**src/md5_pkg.sv**
```systemverilog
`default_nettype none
package md5_pkg;
    localparam int unsigned NumSteps = 64;

    typedef enum logic [0:0] {
        FUNC_DATA = 1'b0,
        FUNC_END  = 1'b1
    } t_func;

    typedef struct packed {
        logic [0:0] func;
        logic [7:0] data_byte;
    } t_req;

    typedef struct packed {
        logic [31:0] digest_word;
        logic [1:0]  word_index;
        logic        last_word;
    } t_rsp;

    typedef enum logic [2:0] {
        ST_IDLE,
        ST_PAD,
        ST_LEN,
        ST_COMP,
        ST_EMIT
    } t_state;

    localparam logic [31:0] InitA = 32'h67452301;
    localparam logic [31:0] InitB = 32'hEFCDAB89;
    localparam logic [31:0] InitC = 32'h98BADCFE;
    localparam logic [31:0] InitD = 32'h10325476;
    localparam logic [7:0]  PadByte = 8'h80;
    localparam logic [5:0]  LenStart = 6'd56;

    function automatic logic [31:0] step_const(input logic [5:0] i);
        logic [31:0] k;
        unique case (i)
            6'd0: k = 32'hd76aa478; 6'd1: k = 32'he8c7b756; 6'd2: k = 32'h242070db;
            6'd3: k = 32'hc1bdceee; 6'd4: k = 32'hf57c0faf; 6'd5: k = 32'h4787c62a;
            6'd6: k = 32'ha8304613; 6'd7: k = 32'hfd469501; 6'd8: k = 32'h698098d8;
            6'd9: k = 32'h8b44f7af; 6'd10: k = 32'hffff5bb1; 6'd11: k = 32'h895cd7be;
            6'd12: k = 32'h6b901122; 6'd13: k = 32'hfd987193; 6'd14: k = 32'ha679438e;
            6'd15: k = 32'h49b40821; 6'd16: k = 32'hf61e2562; 6'd17: k = 32'hc040b340;
            6'd18: k = 32'h265e5a51; 6'd19: k = 32'he9b6c7aa; 6'd20: k = 32'hd62f105d;
            6'd21: k = 32'h02441453; 6'd22: k = 32'hd8a1e681; 6'd23: k = 32'he7d3fbc8;
            6'd24: k = 32'h21e1cde6; 6'd25: k = 32'hc33707d6; 6'd26: k = 32'hf4d50d87;
            6'd27: k = 32'h455a14ed; 6'd28: k = 32'ha9e3e905; 6'd29: k = 32'hfcefa3f8;
            6'd30: k = 32'h676f02d9; 6'd31: k = 32'h8d2a4c8a; 6'd32: k = 32'hfffa3942;
            6'd33: k = 32'h8771f681; 6'd34: k = 32'h6d9d6122; 6'd35: k = 32'hfde5380c;
            6'd36: k = 32'ha4beea44; 6'd37: k = 32'h4bdecfa9; 6'd38: k = 32'hf6bb4b60;
            6'd39: k = 32'hbebfbc70; 6'd40: k = 32'h289b7ec6; 6'd41: k = 32'heaa127fa;
            6'd42: k = 32'hd4ef3085; 6'd43: k = 32'h04881d05; 6'd44: k = 32'hd9d4d039;
            6'd45: k = 32'he6db99e5; 6'd46: k = 32'h1fa27cf8; 6'd47: k = 32'hc4ac5665;
            6'd48: k = 32'hf4292244; 6'd49: k = 32'h432aff97; 6'd50: k = 32'hab9423a7;
            6'd51: k = 32'hfc93a039; 6'd52: k = 32'h655b59c3; 6'd53: k = 32'h8f0ccc92;
            6'd54: k = 32'hffeff47d; 6'd55: k = 32'h85845dd1; 6'd56: k = 32'h6fa87e4f;
            6'd57: k = 32'hfe2ce6e0; 6'd58: k = 32'ha3014314; 6'd59: k = 32'h4e0811a1;
            6'd60: k = 32'hf7537e82; 6'd61: k = 32'hbd3af235; 6'd62: k = 32'h2ad7d2bb;
            default: k = 32'heb86d391;
        endcase
        return k;
    endfunction

    function automatic logic [4:0] rot_amount(input logic [3:0] sel);
        logic [4:0] r;
        unique case (sel)
            4'd0: r = 5'd7;  4'd1: r = 5'd12; 4'd2: r = 5'd17; 4'd3: r = 5'd22;
            4'd4: r = 5'd5;  4'd5: r = 5'd9;  4'd6: r = 5'd14; 4'd7: r = 5'd20;
            4'd8: r = 5'd4;  4'd9: r = 5'd11; 4'd10: r = 5'd16; 4'd11: r = 5'd23;
            4'd12: r = 5'd6; 4'd13: r = 5'd10; 4'd14: r = 5'd15; default: r = 5'd21;
        endcase
        return r;
    endfunction

    function automatic logic [3:0] msg_index(input logic [5:0] i);
        logic [3:0] k;
        unique case (i[5:4])
            2'd0: k = i[3:0];
            2'd1: k = 4'(5 * i[3:0] + 1);
            2'd2: k = 4'(3 * i[3:0] + 5);
            default: k = 4'(7 * i[3:0]);
        endcase
        return k;
    endfunction
endpackage
`default_nettype wire

```
**src/md5_if.sv**
```systemverilog
`default_nettype none
interface md5_req_if;
    import md5_pkg::*;
    logic valid;
    logic ready;
    t_req payload;
    modport source (output valid, output payload, input ready);
    modport sink (input valid, input payload, output ready);
endinterface

interface md5_rsp_if;
    import md5_pkg::*;
    logic valid;
    logic ready;
    t_rsp payload;
    modport source (output valid, output payload, input ready);
    modport sink (input valid, input payload, output ready);
endinterface
`default_nettype wire

```
**src/md5_hash_engine_core.sv**
```systemverilog
// MD5 engine. Request channel carries func and data_byte; func 0 absorbs one
// byte, func 1 pads the message and produces the digest. The response channel
// returns four words A..D (word_index 0..3, last_word on D), bytes of each
// word least significant first.
// A two-entry request queue decouples the input from the back end, which packs
// bytes, runs compression and pads.
// Throughput: one byte per cycle while packing; every 64th byte starts a
// compression (one MD5 step per cycle, single round unit) during which the
// back end takes no bytes. An end request pads and writes the length over
// one or two compressions, then emits four response words. The response
// sits in an output register; while the receiver stalls, the back end
// holds and the queue fills, then ready drops.
// Reset (synchronous, active low) restores the initial chaining values and
// clears the byte and bit counts and the queue.
`default_nettype none
module md5_hash_engine_core
    import md5_pkg::*;
(
    input  wire i_clk,
    input  wire i_rst_n,
    md5_req_if.sink   req,
    md5_rsp_if.source rsp
);
    md5_req_if q ();

    md5_fifo u_fifo (.i_clk, .i_rst_n, .s(req), .m(q.source));
    md5_back u_back (.i_clk, .i_rst_n, .s(q.sink), .m(rsp));
endmodule
`default_nettype wire

```
**src/md5_fifo.sv**
```systemverilog
`default_nettype none
module md5_fifo
    import md5_pkg::*;
(
    input  wire  i_clk,
    input  wire  i_rst_n,
    md5_req_if.sink   s,
    md5_req_if.source m
);
    // two-entry request queue between front and back
    t_req       r_mem [2];
    logic       r_wp;
    logic       r_rp;
    logic [1:0] r_cnt;
    logic       w_push;
    logic       w_pop;

    assign s.ready   = (r_cnt != 2'd2);
    assign m.valid   = (r_cnt != 2'd0);
    assign m.payload = r_mem[r_rp];
    assign w_push    = s.valid && s.ready;
    assign w_pop     = m.valid && m.ready;

    always_ff @(posedge i_clk) begin
        if (!i_rst_n) begin
            r_wp  <= 1'b0;
            r_rp  <= 1'b0;
            r_cnt <= 2'd0;
        end else begin
            if (w_push) r_wp <= ~r_wp;
            if (w_pop) r_rp <= ~r_rp;
            r_cnt <= 2'(r_cnt + {1'b0, w_push} - {1'b0, w_pop});
        end
    end

    always_ff @(posedge i_clk) begin
        if (w_push) r_mem[r_wp] <= s.payload;
    end
endmodule
`default_nettype wire

```
**src/md5_back.sv**
```systemverilog
`default_nettype none
module md5_back
    import md5_pkg::*;
(
    input  wire  i_clk,
    input  wire  i_rst_n,
    md5_req_if.sink   s,
    md5_rsp_if.source m
);
    t_state      r_state, n_state;
    logic [31:0] r_buf [16];
    logic [5:0]  r_fill;
    logic [63:0] r_bits;
    logic [63:0] r_len;
    logic [31:0] r_h [4];
    logic [31:0] r_a, r_b, r_c, r_d;
    logic [5:0]  r_step;
    logic        r_fin;      // compression belongs to end-of-message padding
    logic        r_done;     // length bytes written, next compression is the final one
    logic [1:0]  r_widx;
    logic        r_ov;
    t_rsp        r_out;

    logic        w_put;
    logic [7:0]  w_byte;
    logic [31:0] w_f, w_t, w_rot, w_nb;
    logic [4:0]  w_r;

    always_comb begin
        unique case (r_step[5:4])
            2'd0: w_f = (r_b & r_c) | (~r_b & r_d);
            2'd1: w_f = (r_b & r_d) | (r_c & ~r_d);
            2'd2: w_f = r_b ^ r_c ^ r_d;
            default: w_f = r_c ^ (r_b | ~r_d);
        endcase
        w_t   = r_a + w_f + r_buf[msg_index(r_step)] + step_const(r_step);
        w_r   = rot_amount({r_step[5:4], r_step[1:0]});
        w_rot = (w_t << w_r) | (w_t >> (6'd32 - {1'b0, w_r}));
        w_nb  = r_b + w_rot;
    end

    // output register frees when empty or taken
    logic w_ofree;
    assign w_ofree = !r_ov || m.ready;
    assign m.valid = r_ov;
    assign m.payload = r_out;
    assign s.ready = (r_state == ST_IDLE);

    always_comb begin
        n_state = r_state;
        w_put   = 1'b0;
        w_byte  = s.payload.data_byte;
        unique case (r_state)
            ST_IDLE: begin
                if (s.valid) begin
                    w_put = 1'b1;
                    if (s.payload.func == FUNC_END) begin
                        w_byte  = PadByte;
                        n_state = (r_fill == 6'd63) ? ST_COMP
                                : (6'(r_fill + 1) == LenStart) ? ST_LEN : ST_PAD;
                    end else if (r_fill == 6'd63) begin
                        n_state = ST_COMP;
                    end
                end
            end
            ST_PAD: begin
                w_put  = 1'b1;
                w_byte = 8'h00;
                if (r_fill == 6'd63) n_state = ST_COMP;
                else if (6'(r_fill + 1) == LenStart) n_state = ST_LEN;
            end
            ST_LEN: begin
                w_put  = 1'b1;
                w_byte = r_len[8 * r_fill[2:0] +: 8];
                if (r_fill == 6'd63) n_state = ST_COMP;
            end
            ST_COMP: begin
                // after a padding compression: go on padding or emit once length is in
                if (r_step == 6'(NumSteps - 1)) begin
                    if (!r_fin) n_state = ST_IDLE;
                    else if (r_done) n_state = ST_EMIT;
                    else n_state = ST_PAD;
                end
            end
            ST_EMIT: begin
                if (w_ofree && r_widx == 2'd3) n_state = ST_IDLE;
            end
            default: n_state = ST_IDLE;
        endcase
    end

    always_ff @(posedge i_clk) begin
        if (w_put) r_buf[r_fill[5:2]][8 * r_fill[1:0] +: 8] <= w_byte;
    end

    always_ff @(posedge i_clk) begin
        if (!i_rst_n) begin
            r_state <= ST_IDLE;
            r_fill  <= '0;
            r_bits  <= '0;
            r_step  <= '0;
            r_fin   <= 1'b0;
            r_done  <= 1'b0;
            r_widx  <= '0;
            r_ov    <= 1'b0;
            r_h[0]  <= InitA; r_h[1] <= InitB; r_h[2] <= InitC; r_h[3] <= InitD;
        end else begin
            r_state <= n_state;
            if (w_put) r_fill <= 6'(r_fill + 1);
            if (r_state == ST_IDLE && s.valid) begin
                if (s.payload.func == FUNC_END) begin
                    r_len <= r_bits;
                    r_fin <= 1'b1;
                    r_done <= 1'b0;
                end else begin
                    r_bits <= 64'(r_bits + 64'd8);
                end
            end
            if (r_state == ST_LEN && r_fill == 6'd63) r_done <= 1'b1;
            if (n_state == ST_COMP && r_state != ST_COMP) begin
                r_a <= r_h[0]; r_b <= r_h[1]; r_c <= r_h[2]; r_d <= r_h[3];
                r_step <= '0;
            end else if (r_state == ST_COMP) begin
                r_a <= r_d; r_d <= r_c; r_c <= r_b; r_b <= w_nb;
                r_step <= 6'(r_step + 1);
                if (r_step == 6'(NumSteps - 1)) begin
                    r_h[0] <= r_h[0] + r_d;
                    r_h[1] <= r_h[1] + w_nb;
                    r_h[2] <= r_h[2] + r_b;
                    r_h[3] <= r_h[3] + r_c;
                end
            end
            if (r_state == ST_EMIT && w_ofree) begin
                r_ov  <= 1'b1;
                r_out <= '{digest_word: r_h[r_widx], word_index: r_widx,
                           last_word: (r_widx == 2'd3)};
                r_widx <= 2'(r_widx + 1);
                if (r_widx == 2'd3) begin
                    r_h[0] <= InitA; r_h[1] <= InitB; r_h[2] <= InitC; r_h[3] <= InitD;
                    r_fill <= '0;
                    r_bits <= '0;
                    r_fin  <= 1'b0;
                end
            end else if (m.ready) begin
                r_ov <= 1'b0;
            end
        end
    end
endmodule
`default_nettype wire

```
**src/flat_wrapper.sv**
```systemverilog
// flat-port wrapper written by rule: the top's interface ports become plain ports
module md5_hash_engine_core_flat import md5_pkg::*;
  (i_clk, i_rst_n, req_valid, req_payload, req_ready, rsp_valid, rsp_payload, rsp_ready);
  md5_req_if req_i ();
  md5_rsp_if rsp_i ();
  input  wire i_clk;
  input  wire i_rst_n;
  input wire logic [$bits(req_i.valid)-1:0] req_valid;
  input wire logic [$bits(req_i.payload)-1:0] req_payload;
  output wire logic [$bits(req_i.ready)-1:0] req_ready;
  output wire logic [$bits(rsp_i.valid)-1:0] rsp_valid;
  output wire logic [$bits(rsp_i.payload)-1:0] rsp_payload;
  input wire logic [$bits(rsp_i.ready)-1:0] rsp_ready;
  assign req_i.valid = req_valid;
  assign req_i.payload = req_payload;
  assign req_ready = req_i.ready;
  assign rsp_valid = rsp_i.valid;
  assign rsp_payload = rsp_i.payload;
  assign rsp_i.ready = rsp_ready;
  md5_hash_engine_core u_core (.i_clk(i_clk), .i_rst_n(i_rst_n), .req(req_i), .rsp(rsp_i));
endmodule
```
**config.mk**
```make
export PLATFORM = sky130hd
export DESIGN_NAME = md5_hash_engine_core_flat
export DESIGN_NICKNAME = d
export VERILOG_FILES = /design/src/md5_pkg.sv /design/src/md5_if.sv /design/src/md5_hash_engine_core.sv /design/src/md5_fifo.sv /design/src/md5_back.sv /design/src/flat_wrapper.sv
export SDC_FILE = /design/constraint.sdc
export NUM_CORES = 2
export LEC_CHECK = 0
export BUFFER_PORTS_ARGS = -buffer_cell sky130_fd_sc_hd__buf_2
export CAP_MARGIN = 20
export CORE_UTILIZATION = 45
export CTS_BUF_LIST = sky130_fd_sc_hd__clkbuf_4
export CTS_CLUSTER_DIAMETER = 30
export CTS_CLUSTER_SIZE = 14
export DETAILED_ROUTE_END_ITERATION = 16
export PLACE_DENSITY = 0.56
export SLEW_MARGIN = 5
export SYNTH_ARGS = -nofsm -noshare
export SYNTH_HDL_FRONTEND = slang
export SYNTH_HIERARCHICAL = 1
export SYNTH_SLANG_ARGS = --single-unit
```
**constraint.sdc**
```tcl
create_clock -name i_clk -period 14.8 [get_ports i_clk]
set_input_delay 2.22 -clock i_clk [delete_from_list [all_inputs] [get_ports i_clk]]
set_output_delay 2.22 -clock i_clk [all_outputs]
set_load 0.1 [all_outputs]
```
Word-level counts from Yosys, hierarchy flattened

Memory sizes are Yosys's and may differ from the RTL's. A register that Yosys moved wholly into a read port is not among the register bits.
Index checks and enable logic that the tools add are counted.
W data, S select, Z words.

Register bits: 283
Bits in latches: 0
Memory bits (writable): 658
Bits in read-only memories: 2128
Output and inout bits: 37
Memories: 5

$add $sub $neg: 18
Multiply operators: 3
Divide/modulo/power cells: 0
Order comparisons: 0
Equal/unequal tests: 13
Shifts and indexed selects: 5
Mux-type cells: 71
Bitwise gates (word level): 24
Reductions and logical operators: 21

Memory list:

| name                | depth | bits a word | read ports | clocked after Yosys merged registers in | wr ports | line           | RTL |
|---|---|---|---|---|---|---|---|
| (no name shown)     | 64    | 32          | 1          | 1                                       | 0        | md5_pkg.sv:38  | `unique case (i)` |
| u_core.u_back.r_buf | 16    | 32          | 1          | 0                                       | 1        | md5_back.sv:11 | `logic [31:0] r_buf [16];` |
| u_core.u_back.r_h   | 4     | 32          | 5          | 1                                       | 4        | md5_back.sv:15 | `logic [31:0] r_h [4];` |
| (no name shown)     | 16    | 5           | 1          | 1                                       | 0        | md5_pkg.sv:67  | `unique case (sel)` |
| u_core.u_fifo.r_mem | 2     | 9           | 1          | 1                                       | 1        | md5_fifo.sv:11 | `t_req r_mem [2];` |

Operator list:

| kind                      | count |
|---|---|
| $mux W32                  | 17 |
| $add A32 B32 Y32          | 8 |
| $mux W64                  | 4 |
| $and A32 B32 Y32          | 4 |
| $or A32 B32 Y32           | 4 |
| $pmux W32 S3              | 1 |
| $xor A32 B32 Y32          | 3 |
| $add A64 B4 Y64 const B   | 1 |
| $not A32 Y32              | 2 |
| $shiftx A64 B7 Y8         | 1 |
| $neg A5 Y34               | 1 |
| $shift A8 B34 Y32 const A | 1 |
| $shiftx A8 B34 Y32        | 1 |
| $shl A32 B5 Y32           | 1 |
| $shr A32 B6 Y32           | 1 |
| $mux W6                   | 5 |
| $mux W3                   | 9 |
| $mux W1                   | 25 |
| $pmux W8 S3               | 1 |
| $eq A6 B6 Y1 const B      | 3 |
| $mux W8                   | 2 |
| $pmux W3 S5               | 1 |
| $add A6 B1 Y6 const B     | 2 |
| $pmux W4 S3               | 1 |
| 29 further kinds          | 56 |

Longest topological paths before layout

Depth after elaboration: 14
Depth in mapped cells: 56
Gate-level depth less buffers: 54

Cells and area by module

Netlist, hierarchy kept.

By module, submodules not included:

| module   | instances | cells an instance | area each (sq um) |
|---|---|---|---|
| md5_back | 1         | 5252              | 57436.3 |
| md5_fifo | 1         | 52                | 882.1 |

Worst setup path after synthesis

Ideal clock, no wire load.

Path type: reg-to-reg
Start: reg u_core.u_back.r_step[0]
End: mem u_core.u_back.r_h[1][31], data pin
Arrival: 11466 ps
Required time: 14534 ps
Slack: 3068 ps
Cell stages (with the launch flop): 53
Buffers on the path: 4
Cell sequence: dfxtp_1 > inv_1 > fa_1 > inv_1 > ha_1 > mux4_2 > buf_2 > clkbuf_1 > clkbuf_1 > buf_1 > mux2i_1 > a21oi_1 > fa_1 > inv_1 > fa_1 > inv_1 > ha_1 > nor2b_1 > [17 not listed] > a21oi_1 > o221ai_1 > nand2b_1 > a21o_1 > a21oi_1 > xnor2_1 > ha_1 > a211oi_1 > nand2_1 > o311a_1 > o41ai_1 > o41ai_1 > a21o_1 > a41o_1 > o41a_1 > xor2_1 > xnor3_1 > nand2_1

RTL lines:

| what                     | line            | RTL |
|---|---|---|
| start: declaration       | md5_back.sv:17  | `logic [5:0] r_step;` |
| start signal: assignment | md5_back.sv:125 | `r_step <= 6'(r_step + 1);` |
| end: declaration         | md5_back.sv:15  |  |

==> results.md <==
- CTS Buffer Depth: 3
- Min-delay src: u_core/u_back/r_bits[41]
- Sw power: between 3 and 4 mW
- VDD IR-drop max: between 0.0002 and 0.00025 V
- Design Power: about 10 mW
- Fill cells: roughly 12000
- Vias/cell: 5.93
- Worst hold margin: 456 ps
- Post-CTS Setup Bufs: 0
- PD cells: 160 mW/mm^2
- Post-synthesis mux area share: 11.8%
- Htree depth: 4
- Register area share after synthesis: 48.5%
- # nets final: between 5000 and 6000
- Routed wire length: around 180000 um
- Startpoint Class: flip-flop
- Total GRT Usage: roughly 27%
- Antenna Nets Post-Route: 0
- Core box area: 0.128 mm^2
- Critical-path maximum fanout: 41
- Outcome: completed
- Internal power: roughly 6.6 mW
- DR vias: 43500
- Cell taking the most area after synthesis: edfxtp_1
- Endpoints failing hold: 0
- TritonRoute pass-1 iters: 6
- Post-synth top area share: about 42%
- Multi-input logic area: around 0.028 mm^2
- P&R area growth vs syn: 11.2%
- Xor/xnor share of the synthesized area: under 10%
- Crit path largest cell delay: between 900 and 1000 ps
- Clock power share: 28.8%
- Crit path kind: reg -> reg
- Clock sink total: about 1000
- HP Class: reg -> reg
- Post-DP HPWL: roughly 130000 um
- Initial drt markers: between 4000 and 5000
- Post-CTS sizing: 0
- Final Max Tran Viols: 0
- Post-synthesis cell type count: between 80 and 90
- Final setup fails: 0
- Synthesis-stage register bit count: about 1000
- Port Buffers: 49
- Vias in the first global route: approximately 42000
- CTS tree: built
- CTS buffer count: 224
- Simple-Gate Fraction of Synth Area: between 10% and 20%
- Routability cong.: around 0.96
- Register area: approximately 0.028 mm^2
- Tcrit/Tclk final: 92.5%
- Flop2flop setup slack: 1110 ps
- Post-synth ARST share: 0%
- Main combinational cell family by area after synthesis: compound AO/OA/AOI/OAI gates
- Commonest non-fill, non-tap cells in the layout: edfxtp_1 (818), nand2_1 (502), nor2_1 (482)
- Largest net degree at the start of global routing: ~130
- Most used DFF post-synth: edfxtp_1
- Leading cell type in the layout, fill and taps excluded: edfxtp_1
- Max Cap Viol: 0
- Top achievable clock speed: 0.0730 GHz
- Comb pwr share: between 30 and 40%
- Overflow after GRT: 0
- First-pass GRT wire length: ~270000 um
- Crit path from: u_core/u_back/r_step[0]
- CP required: approximately 16000 ps
- CP arrival: around 15000 ps
- Die Y: 362 um
- Hold_buf cts: 0
- R2r startpoint: u_core/u_back/r_step[0]
- Starting Density: a little under half
- Layout cells sized above 1: between 10% and 20%
- DIE AREA: between 0.1 and 0.15 mm^2
- Clk_lat worst skew: 1260 ps
- Cell Count, Final, Fillers Out: about 7300
- Wirelength per Cell: between 20 and 25 um
- Synth Net Count: approximately 5600
- Static Leakage: roughly 24 nW
- Slowest-stage cell, CP: mux4_4
- Crit path time final: about 14000 ps
- Top post-synthesis cells by area: edfxtp_1 (42%), mux4_2 (6.8%), dfxtp_1 (6.4%), ha_1 (4.7%), a21oi_1 (3.9%)
- # rows: 131
- Most used cell, CP: inv_1
- Initial antenna violation count: 12
- Synth Area in Compound Gates: a little over an eighth
- IO Pins: 50
- Worst Setup End Kind: flip-flop
- Inst Count DP: between 6000 and 7000
- DRC viols: 0
- Sum Neg Setup Slack: 0 ps
- Clock-pin slew on the worst setup and hold paths: 100 ps
- Syn Area/Cell: 11.0 um^2
- Seq pwr share: between 30% and 40%
- Slew @ Worst Pin: about 1200 ps
- Place WS: about 1300 ps
- CTS Root Cell: clkbuf_4
- Ys Warns: 6
- Adder-Cell Fraction of Synth Area: roughly 7%
- Final WS setup: 1110 ps
- Post-synth EDFFs: 818
- Clock Skews: around 100 ps
- Slew headroom: approximately 22%
- Mapped Cells: roughly 5300
- RSZ-0062 raised after global routing: false
- Syn Std Cell Area: between 0.05 and 0.06 mm^2
- Sw Share: 36.5%
- Die Span X: about 360 um
## power by group through the flow
stage / registers, mW / logic, mW / clock network, mW
6_report: 3.30 / 4.10 / 2.99
5_1_grt: 3.31 / 4.52 / 3.19
4_1_cts: 3.30 / 4.07 / 3.07
3_5_place_dp: 3.37 / 4.04 / 0
3_3_place_gp: 3.37 / 4.03 / 0
2_1_floorplan: 3.35 / 3.05 / 0
## worst max-delay path, delay by kind of cell (launching register included)
kind                       cells  cell delay (ps)
AOI/OAI and AO/OA             19             5120
buffers and inverters          7              770
DFF                            1              520
and+or+nand+nor                8             1200
muxes                          5             1980
xor gates and xnor gates       3              560
adders and majority gates      9             3240
## cell families after synthesis
family | Yosys count
and+or+nand+nor | 1505
AOI/OAI and AO/OA | 1259
DFF | 1005
buffers and inverters | 519
muxes | 450
adders and majority gates | 290
xor gates and xnor gates | 276
## state kept, by name (all words and copies together) (netlist names), 2 cells and up, named ones only
name,cells
u_core/u_back/m.payload,35
u_core/u_back/r_a,32
u_core/u_back/r_b,32
u_core/u_back/r_bits,61
u_core/u_back/r_buf,512
u_core/u_back/r_c,32
u_core/u_back/r_d,32
u_core/u_back/r_fill,6
u_core/u_back/r_h,128
u_core/u_back/r_len,61
u_core/u_back/r_state,3
u_core/u_back/r_step,6
u_core/u_back/r_widx,2
u_core/u_back/w_r,5
u_core/u_fifo/r_cnt,2
u_core/u_fifo/r_mem,18
## synthesized netlist by cell type (43+ instances only)
master,n
a211oi_1,81
a21o_1,79
a21oi_1,454
a31oi_1,62
clkbuf_1,233
dfxtp_1,187
edfxtp_1,818
fa_1,69
ha_1,221
inv_1,229
mux2_2,161
mux2i_1,113
mux4_2,175
nand2_1,504
nand3_1,100
nor2_1,488
nor2b_1,58
nor3_1,114
o211ai_1,50
o21ai_0,269
or3_1,43
xnor2_1,131
xor2_1,142
## cell type report
cell class	count	area share, %
diodes	5	0.0193
clock buffers	255	2.95
clock inverters	170	3.36
inverters	236	1.37
multi-input cells	3780	43.5
flip-flops and latches	1005	43.7
well taps	1729	3.34
repair buffers	156	1.81
## final timing paths
path                            depth (start not counted)                       end
worst max-delay path                                   51  u_core/u_back/r_h[1][31]
worst min-delay path                                    0   u_core/u_back/r_len[41]
worst max register to register                         51  u_core/u_back/r_h[1][31]
worst min register to register                          0   u_core/u_back/r_len[41]
## metal layers
| layer | vias up | GRT usage [%] | wire [um] |
|---|---|---|---|
| li1 | 20100 | - | - |
| met1 | 21500 | 37.6 | 79200 |
| met2 | 1545 | 43.4 | 84400 |
| met3 | 325 | 5.02 | 11900 |
| met4 | 6 | 10.2 | 6130 |
| met5 | - | 0 | 39 |
## metrics by stage
stage	area [um^2]	utilization [%]
2_1_floorplan	58300	-
3_3_place_gp	60600	47.3
3_5_place_dp	60600	47.4
4_1_cts	64700	50.6
5_1_grt	64800	50.6
6_report	64800	50.6
No activity file was read; power rests on OpenSTA's default activity.
